$ cat config.mk
export PLATFORM = sky130hd
export DESIGN_NAME = numeric_integration_1d_flat
export DESIGN_NICKNAME = d
export VERILOG_FILES = /design/src/hw/rtl/nint_pkg.sv /design/src/hw/rtl/nint_if.sv /design/src/hw/rtl/numeric_integration_1d.sv /design/src/hw/rtl/nint_scale.sv /design/src/flat_wrapper.sv
export VERILOG_INCLUDE_DIRS = /design/src /design/src/hw/rtl
export SDC_FILE = /design/constraint.sdc
export NUM_CORES = 2
export LEC_CHECK = 0
export CAP_MARGIN = 20
export CORE_UTILIZATION = 55
export DETAILED_ROUTE_END_ITERATION = 16
export DONT_BUFFER_PORTS = 1
export PLACE_DENSITY = 0.75
export RECOVER_POWER = 50
export SYNTH_ARGS = -nofsm -noshare
export SYNTH_HDL_FRONTEND = slang
export SYNTH_SLANG_ARGS = --single-unit
$ cat constraint.sdc
create_clock -name clk -period 10.2 [get_ports clk]
set_input_delay 0 -clock clk [delete_from_list [all_inputs] [get_ports clk]]
set_output_delay 0 -clock clk [all_outputs]
set_load 0.005 [all_outputs]
$ cat src/hw/rtl/numeric_integration_1d_defines.svh
// Assertion macros shared by the numeric integration block.
`ifndef NUMERIC_INTEGRATION_1D_DEFINES_SVH
`define NUMERIC_INTEGRATION_1D_DEFINES_SVH

// Check a consequence in the same cycle as its antecedent.
`define NINT_ASSERT_SAME(label, ante, cons, msg) \
  label: assert property (@(posedge clk) disable iff (!rst_n) (ante) |-> (cons)) \
    else $error(msg);

// Check a consequence in the cycle after its antecedent.
`define NINT_ASSERT_NEXT(label, ante, cons, msg) \
  label: assert property (@(posedge clk) disable iff (!rst_n) (ante) |=> (cons)) \
    else $error(msg);

`endif

$ cat src/hw/rtl/nint_pkg.sv
// Types and constants shared by the numeric integration block.
package nint_pkg;

  // Fixed field widths
  localparam int SAMPLE_W = 32;
  localparam int COORD_W  = 32;
  localparam int OUT_W    = 64;
  localparam int ICNT_W   = 17;
  localparam int CFG_W    = 32;
  localparam int CFG_IDX_W = 2;

  // Register indexes
  localparam logic [CFG_IDX_W-1:0] CFG_MODE     = 2'd0;
  localparam logic [CFG_IDX_W-1:0] CFG_X_START  = 2'd1;
  localparam logic [CFG_IDX_W-1:0] CFG_X_END    = 2'd2;
  localparam logic [CFG_IDX_W-1:0] CFG_INTERVAL = 2'd3;

  // Mode codes
  localparam logic MODE_TRAP    = 1'b0;
  localparam logic MODE_SIMPSON = 1'b1;

  // Clamp values of the result
  localparam logic [OUT_W-1:0] RES_MAX = {1'b0, {(OUT_W-1){1'b1}}};
  localparam logic [OUT_W-1:0] RES_MIN = {1'b1, {(OUT_W-1){1'b0}}};

  // Sequencer of the final scale step
  typedef enum logic [3:0] {
    ST_IDLE,
    ST_NUM1,
    ST_NUM2,
    ST_DIFF,
    ST_MAGN,
    ST_MAGD,
    ST_DVSR,
    ST_MUL,
    ST_DIV,
    ST_CMP,
    ST_RND,
    ST_SAT,
    ST_DONE
  } nint_state_t;

  // Top level to scale unit
  typedef struct packed {
    logic start;
    logic take;
  } nint_ctrl_t;

  // Scale unit to top level
  typedef struct packed {
    logic idle;
    logic done;
  } nint_status_t;

endpackage

$ cat src/hw/rtl/nint_if.sv
// Stream interfaces for the sample and result channels.
interface nint_in_if;
  import nint_pkg::*;

  logic                       valid;
  logic                       ready;
  logic signed [SAMPLE_W-1:0] sample;

  modport source (output valid, output sample, input ready);
  modport sink   (input valid, input sample, output ready);
endinterface

interface nint_out_if;
  import nint_pkg::*;

  logic                    valid;
  logic                    ready;
  logic signed [OUT_W-1:0] integral;
  logic                    saturated;

  modport source (output valid, output integral, output saturated, input ready);
  modport sink   (input valid, input integral, input saturated, output ready);
endinterface

$ cat src/hw/rtl/numeric_integration_1d.sv
// Top level of the streaming 1D trapezoid/Simpson integrator.
`include "numeric_integration_1d_defines.svh"

// A run is N+1 samples, taken one beat per cycle while the block is ready.
// Each sample is weighted and added to the Simpson sum, the trapezoid sum
// or both in the cycle it is accepted. After the last sample a shared
// adder under a small sequencer forms the scaled result: setup of the
// numerator, the bound difference, their magnitudes and the divisor, a
// shift-add multiply, a restoring divide over the PROD_W-bit product
// (PROD_W = clog2(MAX_INTERVALS+1) + 71, 88 at the default MAX_INTERVALS),
// rounding and clamping, and a done state that hands the result to the
// output register. Input ready is low from the last sample of a run until
// that handover, longer while an earlier result still waits there. The
// result sits there, so the next run may start while it waits to be taken.
module numeric_integration_1d #(
  parameter int MAX_INTERVALS = 65536
) (
  input  logic                              clk,
  input  logic                              rst_n,
  nint_in_if.sink                           in_chan,
  nint_out_if.source                        out_chan,
  input  logic                              cfg_we,
  input  logic [nint_pkg::CFG_IDX_W-1:0]    cfg_index,
  input  logic [nint_pkg::CFG_W-1:0]        cfg_wdata
);
  import nint_pkg::*;

  localparam int IDX_W  = $clog2(MAX_INTERVALS+1);
  localparam int SUM_W  = IDX_W + 35;
  localparam int NCMP_W = (IDX_W > ICNT_W) ? IDX_W : ICNT_W;

  // Per-sample weight codes
  typedef enum logic [1:0] {
    WT_0,
    WT_1,
    WT_2,
    WT_4
  } weight_t;

  // Configuration registers
  logic                       mode_r;
  logic signed [COORD_W-1:0]  x_start_r;
  logic signed [COORD_W-1:0]  x_end_r;
  logic [ICNT_W-1:0]          icnt_r;

  // Run state
  logic signed [SUM_W-1:0]    simpson_r, simpson_nxt;
  logic signed [SUM_W-1:0]    trap_r, trap_nxt;
  logic [IDX_W-1:0]           idx_r;

  // Output register
  logic                       out_valid_r;
  logic [OUT_W-1:0]           integral_r;
  logic                       saturated_r;

  logic [NCMP_W-1:0]          n_cmp;
  logic [IDX_W-1:0]           n_eff, m_cnt, i_pos;
  logic                       last;
  logic                       in_acc;
  weight_t                    s_wt, t_wt;
  logic signed [SUM_W-1:0]    f_ext, s_add, t_add;

  nint_ctrl_t                 ctrl;
  nint_status_t               status;
  logic [OUT_W-1:0]           res;
  logic                       res_sat;

  logic                       run_empty;
  logic                       res_clamped;

  // Take configuration writes
  always_ff @(posedge clk) begin
    if (!rst_n) begin
      mode_r    <= MODE_TRAP;
      x_start_r <= '0;
      x_end_r   <= COORD_W'(65536);
      icnt_r    <= ICNT_W'(1);
    end else if (cfg_we) begin
      case (cfg_index)
        CFG_MODE:     mode_r    <= cfg_wdata[0];
        CFG_X_START:  x_start_r <= cfg_wdata[COORD_W-1:0];
        CFG_X_END:    x_end_r   <= cfg_wdata[COORD_W-1:0];
        CFG_INTERVAL: icnt_r    <= cfg_wdata[ICNT_W-1:0];
        default:      mode_r    <= mode_r;
      endcase
    end
  end

  // Clamp N into 1..MAX_INTERVALS
  always_comb begin
    if (icnt_r == '0) begin
      n_cmp = NCMP_W'(1);
    end else if (NCMP_W'(icnt_r) > NCMP_W'(MAX_INTERVALS)) begin
      n_cmp = NCMP_W'(MAX_INTERVALS);
    end else begin
      n_cmp = NCMP_W'(icnt_r);
    end
  end

  assign n_eff = n_cmp[IDX_W-1:0];
  assign m_cnt = n_eff[0] ? n_eff - 1'b1 : n_eff;
  assign last  = (idx_r >= n_eff);
  assign i_pos = last ? n_eff : idx_r;

  assign in_chan.ready = status.idle;
  assign in_acc        = in_chan.valid & status.idle;

  // Pick the weights of this sample
  always_comb begin
    s_wt = WT_0;
    t_wt = WT_0;
    if (mode_r == MODE_TRAP) begin
      t_wt = (i_pos == '0 || i_pos == n_eff) ? WT_1 : WT_2;
    end else begin
      if (m_cnt != '0 && i_pos <= m_cnt) begin
        if (i_pos == '0 || i_pos == m_cnt) s_wt = WT_1;
        else if (i_pos[0]) s_wt = WT_4;
        else s_wt = WT_2;
      end
      // trapezoid panel on the last interval of an odd count
      if (n_eff[0] && i_pos >= m_cnt) t_wt = WT_1;
    end
  end

  assign f_ext = {{(SUM_W-SAMPLE_W){in_chan.sample[SAMPLE_W-1]}}, in_chan.sample};

  always_comb begin
    case (s_wt)
      WT_1:    s_add = f_ext;
      WT_2:    s_add = f_ext <<< 1;
      WT_4:    s_add = f_ext <<< 2;
      default: s_add = '0;
    endcase
    case (t_wt)
      WT_1:    t_add = f_ext;
      WT_2:    t_add = f_ext <<< 1;
      WT_4:    t_add = f_ext <<< 2;
      default: t_add = '0;
    endcase
  end

  assign simpson_nxt = simpson_r + s_add;
  assign trap_nxt    = trap_r + t_add;

  // Accumulate samples; clear at the end of a run
  always_ff @(posedge clk) begin
    if (!rst_n) begin
      simpson_r <= '0;
      trap_r    <= '0;
      idx_r     <= '0;
    end else if (in_acc) begin
      if (last) begin
        simpson_r <= '0;
        trap_r    <= '0;
        idx_r     <= '0;
      end else begin
        simpson_r <= simpson_nxt;
        trap_r    <= trap_nxt;
        idx_r     <= i_pos + 1'b1;
      end
    end
  end

  assign ctrl.start = in_acc & last;
  assign ctrl.take  = status.done & (~out_valid_r | out_chan.ready);

  nint_scale #(
    .MAX_INTERVALS (MAX_INTERVALS)
  ) u_scale (
    .clk           (clk),
    .rst_n         (rst_n),
    .ctrl          (ctrl),
    .simpson_sum   (simpson_nxt),
    .trapezoid_sum (trap_nxt),
    .x_start       (x_start_r),
    .x_end         (x_end_r),
    .n_eff         (n_eff),
    .status        (status),
    .integral      (res),
    .saturated     (res_sat)
  );

  // Hold the result until the sink takes the beat
  always_ff @(posedge clk) begin
    if (!rst_n) begin
      out_valid_r <= 1'b0;
    end else if (ctrl.take) begin
      out_valid_r <= 1'b1;
    end else if (out_chan.ready) begin
      out_valid_r <= 1'b0;
    end
  end

  always_ff @(posedge clk) begin
    if (ctrl.take) begin
      integral_r  <= res;
      saturated_r <= res_sat;
    end
  end

  assign out_chan.valid     = out_valid_r;
  assign out_chan.integral  = integral_r;
  assign out_chan.saturated = saturated_r;

  // Checks
  assign run_empty   = (idx_r == '0) && (simpson_r == '0) && (trap_r == '0);
  assign res_clamped = (integral_r == RES_MAX) || (integral_r == RES_MIN);

  `NINT_ASSERT_NEXT(a_start_busy, ctrl.start, !status.idle, "scale unit idle after start")
  `NINT_ASSERT_NEXT(a_run_clear, in_acc && last, run_empty, "run state not cleared")
  `NINT_ASSERT_SAME(a_sat_clamp, out_valid_r && saturated_r, res_clamped, "result not clamped")

endmodule

$ cat src/hw/rtl/nint_scale.sv
// Sequenced scale unit: (x_end - x_start) * (2*S + 3*T) / (6*N), rounded and clamped.
module nint_scale #(
  parameter int MAX_INTERVALS = 65536
) (
  input  logic                                 clk,
  input  logic                                 rst_n,
  input  nint_pkg::nint_ctrl_t                 ctrl,
  input  logic signed [$clog2(MAX_INTERVALS+1)+34:0] simpson_sum,
  input  logic signed [$clog2(MAX_INTERVALS+1)+34:0] trapezoid_sum,
  input  logic signed [nint_pkg::COORD_W-1:0]  x_start,
  input  logic signed [nint_pkg::COORD_W-1:0]  x_end,
  input  logic [$clog2(MAX_INTERVALS+1)-1:0]   n_eff,
  output nint_pkg::nint_status_t               status,
  output logic [nint_pkg::OUT_W-1:0]           integral,
  output logic                                 saturated
);
  import nint_pkg::*;

  localparam int IDX_W  = $clog2(MAX_INTERVALS+1);
  localparam int SUM_W  = IDX_W + 35;
  localparam int NUM_W  = SUM_W + 3;
  localparam int MAG_W  = COORD_W + 1;
  localparam int PROD_W = NUM_W + MAG_W;
  localparam int D_W    = $clog2(6*MAX_INTERVALS+1);
  localparam int ALU_W  = PROD_W + 1;
  localparam int CNT_W  = $clog2(PROD_W+1);
  localparam logic [CNT_W-1:0] MUL_LAST = CNT_W'(MAG_W-1);
  localparam logic [CNT_W-1:0] DIV_LAST = CNT_W'(PROD_W-1);

  nint_state_t state_r, state_nxt;

  logic signed [SUM_W-1:0] s_r, t_r;
  logic [NUM_W-1:0]        a_r;
  logic [MAG_W-1:0]        b_r;
  logic [PROD_W-1:0]       p_r;
  logic [D_W-1:0]          rem_r;
  logic [D_W-1:0]          d_r;
  logic [CNT_W-1:0]        cnt_r;
  logic                    neg_r;
  logic                    rnd_r;
  logic [OUT_W-1:0]        res_r;
  logic                    sat_r;

  // Shared adder/subtractor
  logic [ALU_W-1:0] alu_a, alu_b, alu_y;
  logic             alu_sub;

  logic [D_W:0]     rem_sh;
  logic             div_ge;
  logic             pos_ovf, neg_ovf;

  assign alu_y   = alu_a + (alu_sub ? ~alu_b : alu_b) + ALU_W'(alu_sub);
  assign rem_sh  = {rem_r, p_r[PROD_W-1]};
  assign div_ge  = ~alu_y[ALU_W-1];
  assign pos_ovf = |p_r[PROD_W-1:OUT_W-1];
  assign neg_ovf = (|p_r[PROD_W-1:OUT_W]) | (p_r[OUT_W-1] & (|p_r[OUT_W-2:0]));

  // Next state
  always_comb begin
    state_nxt = state_r;
    case (state_r)
      ST_IDLE: if (ctrl.start) state_nxt = ST_NUM1;
      ST_NUM1: state_nxt = ST_NUM2;
      ST_NUM2: state_nxt = ST_DIFF;
      ST_DIFF: state_nxt = ST_MAGN;
      ST_MAGN: state_nxt = ST_MAGD;
      ST_MAGD: state_nxt = ST_DVSR;
      ST_DVSR: state_nxt = ST_MUL;
      ST_MUL:  if (cnt_r == MUL_LAST) state_nxt = ST_DIV;
      ST_DIV:  if (cnt_r == DIV_LAST) state_nxt = ST_CMP;
      ST_CMP:  state_nxt = ST_RND;
      ST_RND:  state_nxt = ST_SAT;
      ST_SAT:  state_nxt = ST_DONE;
      ST_DONE: if (ctrl.take) state_nxt = ST_IDLE;
      default: state_nxt = ST_IDLE;
    endcase
  end

  // Status and adder operands
  always_comb begin
    status.idle = (state_r == ST_IDLE);
    status.done = (state_r == ST_DONE);
    alu_a   = '0;
    alu_b   = '0;
    alu_sub = 1'b0;
    case (state_r)
      ST_NUM1: begin
        alu_a = {{(ALU_W-SUM_W){s_r[SUM_W-1]}}, s_r};
        alu_b = {{(ALU_W-SUM_W){t_r[SUM_W-1]}}, t_r};
      end
      ST_NUM2: begin
        alu_a = {{(ALU_W-NUM_W){a_r[NUM_W-1]}}, a_r} << 1;
        alu_b = {{(ALU_W-SUM_W){t_r[SUM_W-1]}}, t_r};
      end
      ST_DIFF: begin
        alu_a   = {{(ALU_W-COORD_W){x_end[COORD_W-1]}}, x_end};
        alu_b   = {{(ALU_W-COORD_W){x_start[COORD_W-1]}}, x_start};
        alu_sub = 1'b1;
      end
      ST_MAGN: begin
        alu_b   = {{(ALU_W-NUM_W){a_r[NUM_W-1]}}, a_r};
        alu_sub = 1'b1;
      end
      ST_MAGD: begin
        alu_b   = {{(ALU_W-MAG_W){b_r[MAG_W-1]}}, b_r};
        alu_sub = 1'b1;
      end
      ST_DVSR: begin
        alu_a = ALU_W'(n_eff) << 2;
        alu_b = ALU_W'(n_eff) << 1;
      end
      ST_MUL: begin
        alu_a = ALU_W'(p_r) << 1;
        alu_b = b_r[MAG_W-1] ? ALU_W'(a_r) : '0;
      end
      ST_DIV: begin
        alu_a   = ALU_W'(rem_sh);
        alu_b   = ALU_W'(d_r);
        alu_sub = 1'b1;
      end
      ST_CMP: begin
        alu_a   = ALU_W'({rem_r, 1'b0});
        alu_b   = ALU_W'(d_r);
        alu_sub = 1'b1;
      end
      ST_RND: begin
        alu_a = ALU_W'(p_r);
        alu_b = ALU_W'(rnd_r);
      end
      ST_SAT: begin
        alu_b   = ALU_W'(p_r);
        alu_sub = 1'b1;
      end
      default: begin
        alu_a = '0;
      end
    endcase
  end

  // Advance the sequencer
  always_ff @(posedge clk) begin
    if (!rst_n) begin
      state_r <= ST_IDLE;
    end else begin
      state_r <= state_nxt;
    end
  end

  // Datapath registers
  always_ff @(posedge clk) begin
    case (state_r)
      ST_IDLE: begin
        if (ctrl.start) begin
          s_r <= simpson_sum;
          t_r <= trapezoid_sum;
        end
      end
      ST_NUM1, ST_NUM2: a_r <= alu_y[NUM_W-1:0];
      ST_DIFF: b_r <= alu_y[MAG_W-1:0];
      ST_MAGN: begin
        neg_r <= a_r[NUM_W-1] ^ b_r[MAG_W-1];
        if (a_r[NUM_W-1]) a_r <= alu_y[NUM_W-1:0];
      end
      ST_MAGD: begin
        if (b_r[MAG_W-1]) b_r <= alu_y[MAG_W-1:0];
      end
      ST_DVSR: begin
        d_r   <= alu_y[D_W-1:0];
        p_r   <= '0;
        cnt_r <= '0;
      end
      ST_MUL: begin
        // shift-add, multiplier bits from the top
        p_r   <= alu_y[PROD_W-1:0];
        b_r   <= b_r << 1;
        rem_r <= '0;
        cnt_r <= (cnt_r == MUL_LAST) ? '0 : cnt_r + 1'b1;
      end
      ST_DIV: begin
        // restoring division, quotient bits shift in behind the dividend
        rem_r <= div_ge ? alu_y[D_W-1:0] : rem_sh[D_W-1:0];
        p_r   <= {p_r[PROD_W-2:0], div_ge};
        cnt_r <= cnt_r + 1'b1;
      end
      ST_CMP: rnd_r <= div_ge;
      ST_RND: p_r <= alu_y[PROD_W-1:0];
      ST_SAT: begin
        if (!neg_r) begin
          sat_r <= pos_ovf;
          res_r <= pos_ovf ? RES_MAX : p_r[OUT_W-1:0];
        end else begin
          sat_r <= neg_ovf;
          res_r <= neg_ovf ? RES_MIN : alu_y[OUT_W-1:0];
        end
      end
      default: begin
        res_r <= res_r;
      end
    endcase
  end

  assign integral  = res_r;
  assign saturated = sat_r;

endmodule

$ cat src/flat_wrapper.sv
// flat-port wrapper written by rule: the top's interface ports become plain ports
module numeric_integration_1d_flat import nint_pkg::*;
#(
  parameter int MAX_INTERVALS = 65536
)
  (clk, rst_n, cfg_we, cfg_index, cfg_wdata, in_chan_valid, in_chan_sample, in_chan_ready, out_chan_valid, out_chan_integral, out_chan_saturated, out_chan_ready);
  nint_in_if in_chan_i ();
  nint_out_if out_chan_i ();
  input  logic clk;
  input  logic rst_n;
  input  logic cfg_we;
  input  logic [nint_pkg::CFG_IDX_W-1:0] cfg_index;
  input  logic [nint_pkg::CFG_W-1:0] cfg_wdata;
  input wire logic [$bits(in_chan_i.valid)-1:0] in_chan_valid;
  input wire logic [$bits(in_chan_i.sample)-1:0] in_chan_sample;
  output wire logic [$bits(in_chan_i.ready)-1:0] in_chan_ready;
  output wire logic [$bits(out_chan_i.valid)-1:0] out_chan_valid;
  output wire logic [$bits(out_chan_i.integral)-1:0] out_chan_integral;
  output wire logic [$bits(out_chan_i.saturated)-1:0] out_chan_saturated;
  input wire logic [$bits(out_chan_i.ready)-1:0] out_chan_ready;
  assign in_chan_i.valid = in_chan_valid;
  assign in_chan_i.sample = in_chan_sample;
  assign in_chan_ready = in_chan_i.ready;
  assign out_chan_valid = out_chan_i.valid;
  assign out_chan_integral = out_chan_i.integral;
  assign out_chan_saturated = out_chan_i.saturated;
  assign out_chan_i.ready = out_chan_ready;
  numeric_integration_1d #(.MAX_INTERVALS(MAX_INTERVALS)) u_core (.clk(clk), .rst_n(rst_n), .in_chan(in_chan_i), .out_chan(out_chan_i), .cfg_we(cfg_we), .cfg_index(cfg_index), .cfg_wdata(cfg_wdata));
endmodule
---- After elaboration in Yosys (flattened, before gate mapping) ----
Cells that the tools add are included.
storage, ports and cells
  register bits ........................... 665
  bits in latches ......................... 0
  memory bits (writable) .................. 0
  ROM bits ................................ 0
  input port bits ......................... 71
  output and inout port bits .............. 67
  word-level logic and storage cells ...... 148
  memories kept ........................... 0
cells by class
  $add $sub $neg .......................... 7
  multiply operators ...................... 0
  divide/modulo/power cells ............... 0
  magnitude comparators ................... 4
  equality and inequality tests ........... 31
  shift operators ......................... 0
  mux-type cells .......................... 41
  bitwise operators ....................... 10
  reduce and logical (&&, ||, !) cells .... 30
operators by type and width
  cell               number
  $pmux W89 S9       1
  $pmux W89 S8       1
  $pmux W52 S3       2
  $pmux W88 S3       1
  $mux W64           3
  $mux W55           2
  $pmux W55 S2       1
  $add A52 B52 Y52   2
  $mux W52           2
  $pmux W33 S3       1
  $add A89 B1 Y89    1
  $add A89 B89 Y89   1
  $mux W89           1
  $not A89 Y89       1
  $mux W17           5
  $reduce_or A63 Y1  1
  $pmux W4 S13       1
  $pmux W19 S2       1
  $eq A17 B17 Y1     2
  $ge A17 B17 Y1     2
  $logic_not A17 Y1  2
  $mux W33           1
  $reduce_or A25 Y1  1
  $reduce_or A24 Y1  1
  36 further kinds   86

---- Logic depth before layout (Yosys ltp) ----
  depth in word-level cells ............... 14
  gate-level depth with buffers ........... 45
  gate-level depth less buffers ........... 39

---- Modules after synthesis ----
From an unflattened synthesis, not the netlist that was laid out.
unflattened totals
  cell total of the unflattened synthesis .. 4754
  area, all modules ....................... 42859.9 µm²
by module, submodules not included
  module                  times used  cells each  area each (µm²)  sequential area each (µm²)
  nint_scale              1           2618        25187.9          11851.4
  numeric_integration_1d  1           2136        17671.9          6035.8

---- Worst setup path after synthesis ----
OpenSTA, ideal clock, no wires.
  kind .................................... register to register
  start point ............................. register u_core.icnt_r[2]
  end point ............................... register u_core.simpson_r[49]
  library setup time ...................... 0.117 ns
  data arrival time ....................... 8.859 ns
  required time ........................... 10.083 ns
  setup slack ............................. 1.224 ns
  stages on the path, launching flop included .. 39
  buffers on the path ..................... 5
  clock period less this slack ............ 8.976 ns
  path through ............................ dfxtp_1 > nor4_1 > nand4_1 > or2_1 > o21ai_0 > nand2_1 > ha_1 > a21o_1 > a21oi_1 > nor2b_1 > o21ai_0 > nand2_1 > o221ai_2 > and2_1 > buf_2 > clkbuf_1 > buf_2 > buf_1 > (+3 left out) > nand4_1 > or2_2 > nor3_1 > a31oi_1 > nor3_1 > ha_1 > a21o_1 > a21o_1 > a21o_1 > a221o_1 > o21bai_1 > a2111o_1 > a21oi_1 > o31ai_1 > a211oi_1 > nor2_1 > xor2_1 > a22o_1
on the way
  word-level cells in the longest chain between the ends .. 14
  elaborated cells on any way between the ends .. 24
  those cells by class .................... add/sub: 2; order compare: 3; eq/ne: 4; mux: 10; reduce/logical: 5
ends and longest elaborated chain
  what                                                     line                           RTL
  start: declaration                                       numeric_integration_1d.sv:44   logic [ICNT_W-1:0] icnt_r;
  start signal: assignment                                 numeric_integration_1d.sv:83   CFG_INTERVAL: icnt_r <= cfg_wdata[ICNT_W-1:0];
  $gt A17 B17 Y1                                           numeric_integration_1d.sv:93   end else if (NCMP_W'(icnt_r) > NCMP_W'(MAX_INTERVALS)) begin
  $mux W17                                                 numeric_integration_1d.sv:93
  $mux W17 (*)                                             numeric_integration_1d.sv:91   if (icnt_r == '0) begin
  branches (longest 5 deep; another with $sub A17 B1 Y17)  -
  $mux W2 (*)                                              numeric_integration_1d.sv:115  if (m_cnt != '0 && i_pos <= m_cnt) begin
  $mux W2 (*)                                              numeric_integration_1d.sv:112  if (mode_r == MODE_TRAP) begin
  $eq A2 B2 Y1 / $eq A2 B1 Y1 (equally long branches)      numeric_integration_1d.sv:128  case (s_wt)
  $pmux W52 S3 (*)                                         numeric_integration_1d.sv:128
  $add A52 B52 Y52 (*)                                     numeric_integration_1d.sv:142  assign simpson_nxt = simpson_r + s_add;
  net u_core.simpson_nxt[49]                               numeric_integration_1d.sv:47   logic signed [SUM_W-1:0] simpson_r, simpson_nxt;
  $mux W52 (*)                                             numeric_integration_1d.sv:152  if (last) begin
  end signal: assignment                                   numeric_integration_1d.sv:157  simpson_r <= simpson_nxt;
  end: declaration                                         numeric_integration_1d.sv:47
Mark *: on every way through the listed nets, which the timed path passes.
A chain may end at the register's enable or synchronous reset.

---- Worst setup path in the final report ----
  start point ............................. register u_core.icnt_r[7]
  end point ............................... register u_core.trap_r[50]
on the way
  word-level cells in the longest chain between the ends .. 13
  elaborated cells on any way between the ends .. 22
  those cells by class .................... add/sub: 2; order compare: 3; eq/ne: 4; mux: 9; reduce/logical: 4
ends and longest elaborated chain
  what                                                              line                                                          RTL
  $gt A17 B17 Y1                                                    numeric_integration_1d.sv:93
  $mux W17                                                          numeric_integration_1d.sv:93
  $mux W17 (*)                                                      numeric_integration_1d.sv:91
  $sub A17 B1 Y17 / $ge A17 B17 Y1 (equally long branches)          numeric_integration_1d.sv:101, numeric_integration_1d.sv:102
  $mux W17 (on tied branches)                                       numeric_integration_1d.sv:101, numeric_integration_1d.sv:103
  $ge A17 B17 Y1 (tied with other cells)                            numeric_integration_1d.sv:121                                 if (n_eff[0] && i_pos >= m_cnt) t_wt = WT_1;
  $logic_and A1 B1 Y1 / $logic_or A1 B1 Y1 (equally long branches)  numeric_integration_1d.sv:121, numeric_integration_1d.sv:113
  $mux W1 / $mux W2 (equally long branches)                         numeric_integration_1d.sv:121, numeric_integration_1d.sv:113
  $mux W2 (*)                                                       numeric_integration_1d.sv:112
  $eq A2 B2 Y1 / $eq A2 B1 Y1 (equally long branches)               numeric_integration_1d.sv:134                                 case (t_wt)
  $pmux W52 S3 (*)                                                  numeric_integration_1d.sv:134
  $add A52 B52 Y52 (*)                                              numeric_integration_1d.sv:143                                 assign trap_nxt = trap_r + t_add;
  net u_core.trap_nxt[50]                                           numeric_integration_1d.sv:48                                  logic signed [SUM_W-1:0] trap_r, trap_nxt;
  $mux W52 (*)                                                      numeric_integration_1d.sv:152
  end signal: assignment                                            numeric_integration_1d.sv:158                                 trap_r <= trap_nxt;
  end: declaration                                                  numeric_integration_1d.sv:48
Mark *: on every way through the listed nets, which the timed path passes. The rest lies on a longest branch.

==> impl_metrics.tcl <==
set metrics [dict create \
    setup_viol 0 \
    worst_pin_slew_ns 5.99 \
    crit_fanout 30 \
    antenna_left 0 \
    path_class "reg2reg" \
    hold_violations 0 \
    synthDistinctLibCells 100 \
    dp_hpwl_um 95300 \
    skew_ns 0.0329 \
    start_util_pct 55.6 \
    ys_warn_count 0 \
    min_period_ns 9.62 \
    topRoutingLayerUsed "met5" \
    place_ws_ns 0.847 \
    synthesis.nets 4827 \
    hp-class "in2reg" \
    hold_buffers 62 \
    cts.sinks 665 \
    gp_congestion 0.957 \
    drc 0 \
    wl_met2_um 56600 \
    cts.path.max_buffers 3 \
    h-tree-depth 3 \
    slew_headroom_pct -299 \
    finalCritPeriodShare_pct 94.3 \
    synth-edff-count 457 \
    postCtsSetupRepairBufs 0 \
    first_iter_violations 5210 \
    violations "max-capacitance violations, max-slew violations" \
    max_freq_mhz 104 \
    fp-row-count 101 \
    ys_ff_latch 665 \
    netlist_instances 4526 \
    slew_violations 795 \
    ctsResizeCount 0 \
    coreArea_mm2 0.0758 \
    timing.critical_path.required_ns 10.70 \
    drt-total-wl_um 135000 \
    setup_slack_ns 0.585 \
    slowest_delay_ns 0.51 \
    syn2layout_area_growth_pct 8.79 \
    clk_latency_ns 0.64 \
    fin_setup_tns_ns 0 \
    grt_pass1_vias 34000 \
    post_synth.cell_area_avg_um2 9.31 \
    io-pin-count 138 \
    maxCapViolations 18 \
    utilization_pct 60.5 \
    die-area_mm2 0.0777 \
    design_area_mm2 0.0458 \
    die_x_um 279 \
    root_buffer "clkbuf_16" \
    final_nets 4741 \
    grt_overflow_total 0 \
    critPathLaunchType "flop" \
    drt-met1-wl_um 55700 \
    grt_usage_pct 34.0 \
    ir_worst_vdd_uv 339 \
    cts_buffers 73 \
    cts.clk_slew.worst_paths_ns 0.06 \
    grt_start_max_net_pins 155 \
    synth_ff_type "edfxtp_1" \
    die_y_um 279 \
    num_vias 36800 \
    io_buffers 0 \
    status "complete, but fails checks" \
    place_area_mm2 0.0428 \
    final_layout_size_suffix_gt1_share_pct 5.16 \
    wl_met3_um 17100 \
    grt_pass1_wl_um 206000 \
    critPathArrivalTime_ns 10.12 \
    async_flop_share_pct 0 \
    rsz0062_at_grt "no" \
    dr.pass1.iters 12 \
    cts_tree "built" \
    grt_antenna_before_repair 13 \
    slowest_stage "and2_2" \
    leakagePower_nw 17.9 \
    synth-seq-area-share_pct 42.5 \
    viasPerCell 6.72 \
    wl_per_cell_um 24.6 \
    power_w 0.0145 \
    power.density_mw_per_mm2 317 \
    cp-end-kind "flop" \
    syn_area_mm2 0.0421 \
]
[worst max-delay path, delay by kind of cell, from the launching register on]
kind	cells	cell delay [ns]
xor gates and xnor gates	1	0.17
adders and majority gates	3	0.84
and+or+nand+nor	12	2.86
AOI/OAI and AO/OA	17	4.61
buffers and inverters	2	0.62
DFF	1	0.35
[cell type report]
class	count	area [µm²]
fill	6503	30000
timing repair buffer	126	1040
tap	978	1220
clock buffer	89	1970
multi-input combinational	3486	22800
inverter	88	332
antenna	2	5.00
clock inverter	44	546
sequential	665	17900
[final timing paths]
kind / start / endpoint / slack (ns) / cells past startpoint
max: u_core.icnt_r[7] / u_core.trap_r[50] / 0.58 / 35
min: in_chan_sample[1] / u_core.u_scale.t_r[1] / 0.03 / 3
max reg2reg: u_core.icnt_r[7] / u_core.trap_r[50] / 0.58 / 35
min reg2reg: u_core.u_scale.integral[28] / u_core.out_chan.integral[28] / 0.41 / 0
[logic make-up (layout without fill, tap and decap cells)]
group	Yosys count	after routing	share of synthesized area (%)
multiplexers	83	83	1.98
XOR/XNOR	261	261	5.43
adder cells (fa/ha/maj)	230	230	6.88
AO/OA/AOI/OAI	1414	1414	23.2
buffers and inverters	375	347	3.56
flip-flops	665	665	42.5
AND/OR/NAND/NOR	1498	1498	16.5
other	0	2	0
[flip-flops by register name (all words and copies together), names as in the netlist, 17 cells and up]
| register | cells |
|---|---|
| u_core.u_scale.a_r | 55 |
| u_core.u_scale.d_r | 19 |
| u_core.idx_r | 17 |
| u_core.u_scale.integral | 64 |
| u_core.out_chan.integral | 64 |
| u_core.u_scale.rem_r | 19 |
| u_core.x_end_r | 32 |
| u_core.u_scale.s_r | 52 |
| u_core.trap_r | 52 |
| u_core.x_start_r | 32 |
| u_core.simpson_r | 52 |
| u_core.icnt_r | 17 |
| u_core.u_scale.p_r | 88 |
| u_core.u_scale.t_r | 52 |
| u_core.u_scale.b_r | 33 |
[through the flow]
step / instances / hold WS (ns)
after detailed placement: 5281 / 0.134
after global placement: 5281 / 0.127
final: 5478 / 0.0348
after global routing: 5477 / 0.0704
after CTS: 5476 / 0.00644
after floorplan: 4526 / 0.124
[synthesized netlist by cell type (all sizes together), types with 8 or more instances]
cell type | count | area share [%]
a211oi | 22 | 0.46
a21boi | 125 | 2.2
a21o | 165 | 2.9
a21oi | 243 | 2.9
a221o | 36 | 0.86
a221oi | 49 | 1.0
a222oi | 43 | 1.0
a22o | 64 | 1.3
a22oi | 152 | 2.7
a31o | 8 | 0.17
a31oi | 37 | 0.63
a41oi | 9 | 0.19
and2 | 48 | 0.71
and3 | 34 | 0.50
and4 | 10 | 0.21
buf | 56 | 0.70
clkbuf | 230 | 2.1
dfxtp | 208 | 9.9
edfxtp | 457 | 33
ha | 227 | 6.7
inv | 86 | 0.77
mux2i | 79 | 1.9
nand2 | 571 | 5.1
nand2b | 34 | 0.50
nand3 | 161 | 1.9
nand3b | 8 | 0.15
nand4 | 64 | 0.95
nor2 | 351 | 3.1
nor2b | 77 | 1.1
nor3 | 53 | 0.69
nor4 | 34 | 0.50
o211ai | 14 | 0.25
o21a | 28 | 0.50
o21ai | 278 | 3.3
o21bai | 34 | 0.61
o22ai | 52 | 0.77
o31ai | 12 | 0.25
or2 | 13 | 0.19
or3 | 10 | 0.15
or4 | 8 | 0.14
xnor2 | 167 | 3.5
xor2 | 94 | 2.0
[layer usage]
| metal | vias to the layer above | track usage, % |
|---|---|---|
| met5 | - | 0 |
| met4 | 24 | 11.9 |
| met3 | 354 | 7.88 |
| met2 | 2286 | 49.9 |
| met1 | 17400 | 49.0 |
| li1 | 16700 | - |
[power by group]
part	internal [W]	switching, W
Clock	0.00166	0.00115
Combinational	0.00255	0.00485
Sequential	0.00382	0.000495
Total	0.00804	0.00649
[cell usage in the layout (no fill, tap or decap), types with 26 or more instances in the layout]
cell type,count
nand2b_1,34
o21bai_1,34
a221o_1,36
nor2b_1,77
nand2_1,568
and3_1,34
nor3_1,48
a22o_1,64
inv_1,86
a21oi_1,240
a31oi_1,33
nand3_1,161
ha_1,227
a222oi_1,43
a21boi_0,120
xor2_1,94
dfxtp_1,208
buf_4,49
nor4_1,34
a221oi_1,48
a21o_1,164
dlygate4sd3_1,61
o21ai_0,254
edfxtp_1,457
o22ai_1,51
xnor2_1,167
clkbuf_16,75
a22oi_1,152
nor2_1,344
mux2i_1,79
o21a_1,28
nand4_1,64
clkbuf_1,26
and2_1,45
Note: power is estimated with default switching activity, not from simulation.
